$ cat src/hw/rtl/sfla_pkg.sv
// ----------------------------------------------------------------------------
// sfla_pkg
// Shared types and codes of the segregated free-list arena allocator.
// ----------------------------------------------------------------------------
package sfla_pkg;

    localparam int SIZE_W = 6;
    localparam int CMD_W  = 2;
    localparam int STAT_W = 2;

    typedef enum logic [CMD_W-1:0] {
        CMD_HEAP_ALLOC  = 2'd0,
        CMD_FREE        = 2'd1,
        CMD_STACK_ALLOC = 2'd2,
        CMD_RELEASE     = 2'd3
    } cmd_t;

    typedef enum logic [STAT_W-1:0] {
        STATUS_OK           = 2'd0,
        STATUS_OUT_OF_SPACE = 2'd1,
        STATUS_BAD_ARGUMENT = 2'd2
    } status_t;

    typedef enum logic {
        ST_IDLE = 1'b0,
        ST_EXEC = 1'b1
    } fsm_state_t;

    typedef struct packed {
        logic              step;
        cmd_t              cmd;
        logic [SIZE_W-1:0] size;
    } core_ctrl_t;

endpackage

$ cat src/hw/rtl/sfla_core.sv
// ----------------------------------------------------------------------------
// sfla_core
// Heap and stack tops, free-list heads and the per-request decision logic.
// ----------------------------------------------------------------------------
module sfla_core import sfla_pkg::*; #(
    parameter int ARENA_CELLS = 4096,
    parameter int MAX_BLOCK   = 16,
    parameter int ADDR_W      = 13,
    parameter int IDX_W       = 12
) (
    input  logic              clk,
    input  logic              rst_n,
    input  core_ctrl_t        ctrl,
    input  logic [ADDR_W-1:0] where,
    input  logic [SIZE_W-1:0] lookup_size,
    input  logic [ADDR_W-1:0] link_rdata,
    output logic [IDX_W-1:0]  link_raddr,
    output logic              link_we,
    output logic [IDX_W-1:0]  link_waddr,
    output logic [ADDR_W-1:0] link_wdata,
    output logic [ADDR_W-1:0] res_address,
    output logic              res_null,
    output status_t           res_status,
    output logic [ADDR_W-1:0] res_heap_top,
    output logic [ADDR_W-1:0] res_stack_top
);
    localparam int HEADS  = MAX_BLOCK + 1;
    localparam int HIDX_W = $clog2(HEADS);
    localparam int SUM_W  = ((ADDR_W > SIZE_W) ? ADDR_W : SIZE_W) + 1;
    localparam logic [ADDR_W-1:0] NULL_ADDR = ADDR_W'(ARENA_CELLS);
    localparam logic [SIZE_W-1:0] MAX_SIZE  = SIZE_W'(MAX_BLOCK);

    logic [ADDR_W-1:0] heap_top_reg, heap_top_next;
    logic [ADDR_W-1:0] stack_top_reg, stack_top_next;
    logic [ADDR_W-1:0] heads_reg [HEADS];
    logic              head_we;
    logic [ADDR_W-1:0] head_wdata;

    logic [HIDX_W-1:0] lookup_idx;
    logic [HIDX_W-1:0] cur_idx;
    logic [ADDR_W-1:0] cur_head;
    logic [SUM_W-1:0]  heap_sum;
    logic              no_room;
    logic              oversize;

    // link read issued as the request is taken, using the head for its size
    assign lookup_idx = (lookup_size > MAX_SIZE) ? '0 : lookup_size[HIDX_W-1:0];
    assign link_raddr = heads_reg[lookup_idx][IDX_W-1:0];

    assign cur_idx  = (ctrl.size > MAX_SIZE) ? '0 : ctrl.size[HIDX_W-1:0];
    assign cur_head = heads_reg[cur_idx];
    assign oversize = ctrl.size > MAX_SIZE;
    assign heap_sum = SUM_W'(heap_top_reg) + SUM_W'(ctrl.size);
    assign no_room  = SUM_W'(stack_top_reg) <= heap_sum;

    always_comb
    begin
        heap_top_next  = heap_top_reg;
        stack_top_next = stack_top_reg;
        head_we        = 1'b0;
        head_wdata     = link_rdata;
        link_we        = 1'b0;
        link_waddr     = where[IDX_W-1:0];
        link_wdata     = cur_head;
        res_address    = NULL_ADDR;
        res_null       = 1'b0;
        res_status     = STATUS_OK;
        unique case (ctrl.cmd)
            CMD_HEAP_ALLOC:
            begin
                if (ctrl.size == '0)
                begin
                    res_null = 1'b1;
                end
                else if (oversize)
                begin
                    res_status = STATUS_BAD_ARGUMENT;
                end
                else if (cur_head < NULL_ADDR)
                begin
                    res_address = cur_head;
                    head_we     = 1'b1;
                    head_wdata  = link_rdata;
                end
                else if (no_room)
                begin
                    res_status = STATUS_OUT_OF_SPACE;
                end
                else
                begin
                    res_address   = heap_top_reg;
                    heap_top_next = heap_sum[ADDR_W-1:0];
                end
            end
            CMD_FREE:
            begin
                if (ctrl.size == '0)
                begin
                    res_status = STATUS_OK;
                end
                else if (oversize || where >= NULL_ADDR)
                begin
                    res_status = STATUS_BAD_ARGUMENT;
                end
                else
                begin
                    link_we    = 1'b1;
                    head_we    = 1'b1;
                    head_wdata = where;
                end
            end
            CMD_STACK_ALLOC:
            begin
                if (ctrl.size == '0)
                begin
                    res_null = 1'b1;
                end
                else if (no_room)
                begin
                    res_status = STATUS_OUT_OF_SPACE;
                end
                else
                begin
                    stack_top_next = stack_top_reg - ADDR_W'(ctrl.size);
                    res_address    = stack_top_next;
                end
            end
            CMD_RELEASE:
            begin
                if (where < heap_top_reg || where > NULL_ADDR)
                begin
                    res_status = STATUS_BAD_ARGUMENT;
                end
                else
                begin
                    stack_top_next = where;
                end
            end
            default:
            begin
                res_status = STATUS_BAD_ARGUMENT;
            end
        endcase
        link_we       = link_we & ctrl.step;
        res_heap_top  = heap_top_next;
        res_stack_top = stack_top_next;
    end

    always_ff @(posedge clk or negedge rst_n)
    begin
        if (!rst_n)
        begin
            heap_top_reg  <= '0;
            stack_top_reg <= NULL_ADDR;
            for (int i = 0; i < HEADS; i++)
            begin
                heads_reg[i] <= NULL_ADDR;
            end
        end
        else if (ctrl.step)
        begin
            heap_top_reg  <= heap_top_next;
            stack_top_reg <= stack_top_next;
            if (head_we)
            begin
                heads_reg[cur_idx] <= head_wdata;
            end
        end
    end
endmodule

$ cat config.mk
export PLATFORM = sky130hd
export DESIGN_NAME = sfla_core
export DESIGN_NICKNAME = d
export VERILOG_FILES = /design/src/hw/rtl/sfla_pkg.sv /design/src/hw/rtl/sfla_core.sv
export SDC_FILE = /design/constraint.sdc
export NUM_CORES = 1
export LEC_CHECK = 0
export BUFFER_PORTS_ARGS = -buffer_cell sky130_fd_sc_hd__buf_4
export CAP_MARGIN = 20
export CORE_MARGIN = 2
export CORE_UTILIZATION = 50
export DETAILED_ROUTE_END_ITERATION = 8
export GPL_TIMING_DRIVEN = 0
export PLACE_DENSITY = 0.83
export SLEW_MARGIN = 20
export SYNTH_ARGS = -nofsm -noshare
export SYNTH_HDL_FRONTEND = slang
export SYNTH_SLANG_ARGS = --single-unit
$ cat constraint.sdc
create_clock -name clk -period 5.5 [get_ports clk]
set_input_delay 0.825 -clock clk [delete_from_list [all_inputs] [get_ports clk]]
set_output_delay 0.825 -clock clk [all_outputs]
set_load 0.01 [all_outputs]
==> metrics.txt <==
internal power=3800 µW; synthesized flop and latch total=approximately 250; max reg flops=221; Worst setup SP type=register; clock tree sinks=247; total wirelength of the detailed-routed design=65.2 mm; first-pass GRT wire length=95.5 mm; drc violations=0; syn avg cell area=between 10 and 15 µm²; Hold WC Path Type=input pin to asynchronous set/reset pin; Post-DP HPWL=48.1 mm; synthesized instance count=1565; Register-to-Register Path Depth=18; Clock Skew=~0.021 ns; worst reg2reg path startpoint=heap_top_reg[0]; top sig layer=met4; switching share of power=about a third; Rows=65; input/output buffers=118; run status=completed; setup TNS=0 ns; Post-synth EDFFs=0; clk slew on worst S/H paths=0.06 ns; largest net degree at the start of global routing=97; Vias/cell=between 6 and 7; FF-to-FF setup slack=1.25 ns; Pleak=0.00900 µW; cts hold-fix bufs=0; Worst Setup End Kind=primary output; Die Span Y=183 µm; Non-Filler Instances=2175; clk_lat worst skew=0.60 ns; Peak Freq=approximately 0.18 GHz; min Tclk post-route=approximately 5.5 ns; drt first pass iters=6; H-Tree Depth=1; Final Max Tran Viols=0; Register Area=0.00621 mm²; Mapped Area=~0.016 mm²; met3 routed wirelength=6.83 mm; peak supply drop=243 µV; post-synth top area share=a little over a third; Slew headroom=around 22%; register area share after synthesis=about 39%; Final Hold Vio Count=0; CP required=4.68 ns; critical path class=register to primary output; boundary pin count=123; layout cells sized above 1=26.4%; number of max-cap violations=0; Final ANT Viol Nets=0; Psw=around 2000 µW; Die X=about 180 µm; WL met1=23.6 mm; hold slack=0.200 ns; area leader, netlist=dfrtp_1; CTS max path bufs=3; ys flop type=dfrtp_1; placed insts=2087; Initial Util=50.8%; Clock Tree Root=clkbuf_16; Slew @ Worst Pin=1.17 ns; Reg2Reg Capture Point=heap_top_reg[0]; fillers=2665; Routed wire per std cell=30.0 µm; final layout net count=1834; sequential share of power=between 30% and 40%; initial antenna violation count=0; synth unique cells=between 70 and 80; synth warn=0; gr ovfl total=0; Iter 0 DRT Violations=between 1500 and 2000; total CTS buffers=29; Comb power frac=29.6%; CTS tree=yes; area delta synth->final=20.1%; Syn Nets=approximately 1600; global placer's final weighted congestion=1.01; Setup Viol. Count Final=0; via count=15100; async set-reset flop share out of synthesis=100%; core area=0.0316 mm²; full die area=0.0336 mm²; gr usage total=38.5%; clock share of power=35.2%; number of global-route vias before repair=14800; WL met2=28.8 mm; multi-input logic area=between 0.009 and 0.01 mm²; RSZ-0062 raised after global routing=true; Power Density=roughly 300 mW/mm²; Worst Path Max Fanout=5; dominant cells by area after synthesis=dfrtp_1 36%, mux2_1 13%, mux2_2 6.9%; fin crit share=99.9%; critical path arrival=around 4.7 ns
[critical path, cell delays in order, from the launching register on]
cell and delay (ns):
dfrtp_2 0.40, ha_4 0.17, inv_4 0.04, fa_2 0.40, nor2b_2 0.13, o21ai_2 0.10, a21oi_4 0.20, nor3_4 0.05
buf_6 0.14, nor3_4 0.23, xnor2_2 0.13, ha_1 0.34, nand4_1 0.10, or2_4 0.27, o211a_4 0.27, buf_6 0.13
nor3_4 0.20, buf_6 0.16, buf_8 0.13, nand2_1 0.14, o211ai_1 0.18, buf_4 0.18
[cell families after synthesis]
family	count (synthesis)	synth area share, %
AOI/OAI and AO/OA	391	17.2
and+or+nand+nor	333	10.9
muxes	331	23.3
DFF	247	38.6
buffers and inverters	191	5.20
adders and majority gates	39	3.13
xor gates and xnor gates	33	1.80
[Yosys cell counts, types with 7 or more instances]
| library cell | count |
|---|---|
| and3_1 | 7 |
| xnor2_1 | 30 |
| nand2_1 | 103 |
| nor3_1 | 30 |
| or3_1 | 7 |
| mux2_2 | 98 |
| o21ai_1 | 11 |
| a221o_1 | 11 |
| buf_2 | 15 |
| and2_1 | 7 |
| dfstp_2 | 18 |
| a21o_1 | 17 |
| nor3_4 | 10 |
| inv_1 | 35 |
| buf_4 | 19 |
| a2bb2oi_1 | 24 |
| a32oi_1 | 14 |
| o211ai_1 | 29 |
| mux2_1 | 183 |
| nand4_1 | 15 |
| ha_1 | 37 |
| o21ai_0 | 74 |
| mux2i_1 | 44 |
| nor2b_1 | 7 |
| clkbuf_1 | 109 |
| o221ai_1 | 15 |
| nand3_1 | 54 |
| a22o_1 | 15 |
| dfrtp_1 | 229 |
| a31oi_1 | 8 |
| o21a_1 | 12 |
| nor2_1 | 53 |
| a221oi_1 | 48 |
| buf_1 | 7 |
| a21oi_1 | 73 |
[worst max path at each step]
stage / from / end / slack [ns] / cells after the start
floorplan: ctrl[1] / res_heap_top[0] / 0.03 / 18
global placement: ctrl[1] / res_address[4] / -2.27 / 21
detailed placement: ctrl[1] / res_address[4] / -2.36 / 21
CTS: ctrl[4] / res_address[5] / 0.0004 / 13
global route: heap_top_reg[0] / res_heap_top[10] / -0.09 / 20
finish: heap_top_reg[0] / res_address[4] / 0.007 / 21
[placed cells by master, fill, tap and decap left out, drive strengths merged, types with 17 or more instances in the layout]
cell and instances:
a2bb2oi 24, nor3 45, inv 37, xnor2 30
nor2 54, mux2 281, mux2i 44, a221oi 48
o211ai 29, clkbuf 144, ha 37, dfstp 18
dfrtp 229, o21ai 85, nand3 54, a21o 17
buf 203, nand2 103, a21oi 74
[power by group through the flow]
| stage | sequential, µW | clock, µW | combinational (µW) |
|---|---|---|---|
| finish | 2030 | 2030 | 1700 |
| global route | 2040 | 2100 | 1810 |
| CTS | 2020 | 2040 | 1570 |
| detailed placement | 2050 | 0 | 1490 |
| global placement | 2050 | 0 | 1460 |
| floorplan | 2020 | 0 | 871 |
[routing by layer]
metal / GRT usage (%) / vias to the layer above
met5: 0 / -
met4: 27.3 / 0
met3: 7.82 / 326
met2: 61.0 / 1080
met1: 47.2 / 7447
li1: - / 6222
[layout make-up]
class                   count  area share (%)
multi-input cells        1127            48.7
flip-flops and latches    247            32.1
repair buffers            158            6.69
clock buffers              38            4.24
plain buffers             152            3.98
well taps                 402            2.60
clock inverters            13           0.868
inverters                  37           0.752
diodes                      1          0.0130
[timing repair]
action                     4_1_cts  5_1_grt
buffers inserted                14       23
gates cloned                     1        1
hold endpoints to repair         0        0
pin swaps                       14       25
setup endpoints to repair       61       38
resized for setup               65       56
[metrics by stage]
step,area (µm²),setup slack (ns),utilization [%],total power [µW]
floorplan,16100,0.0328,-,2890
global placement,17500,-2.27,55.3,3510
detailed placement,17500,-2.36,55.5,3540
CTS,18900,0.000423,59.8,5630
global route,19300,-0.0916,61.0,5950
finish,19300,0.00738,61.0,5760
(Power assumes the default switching activity.)
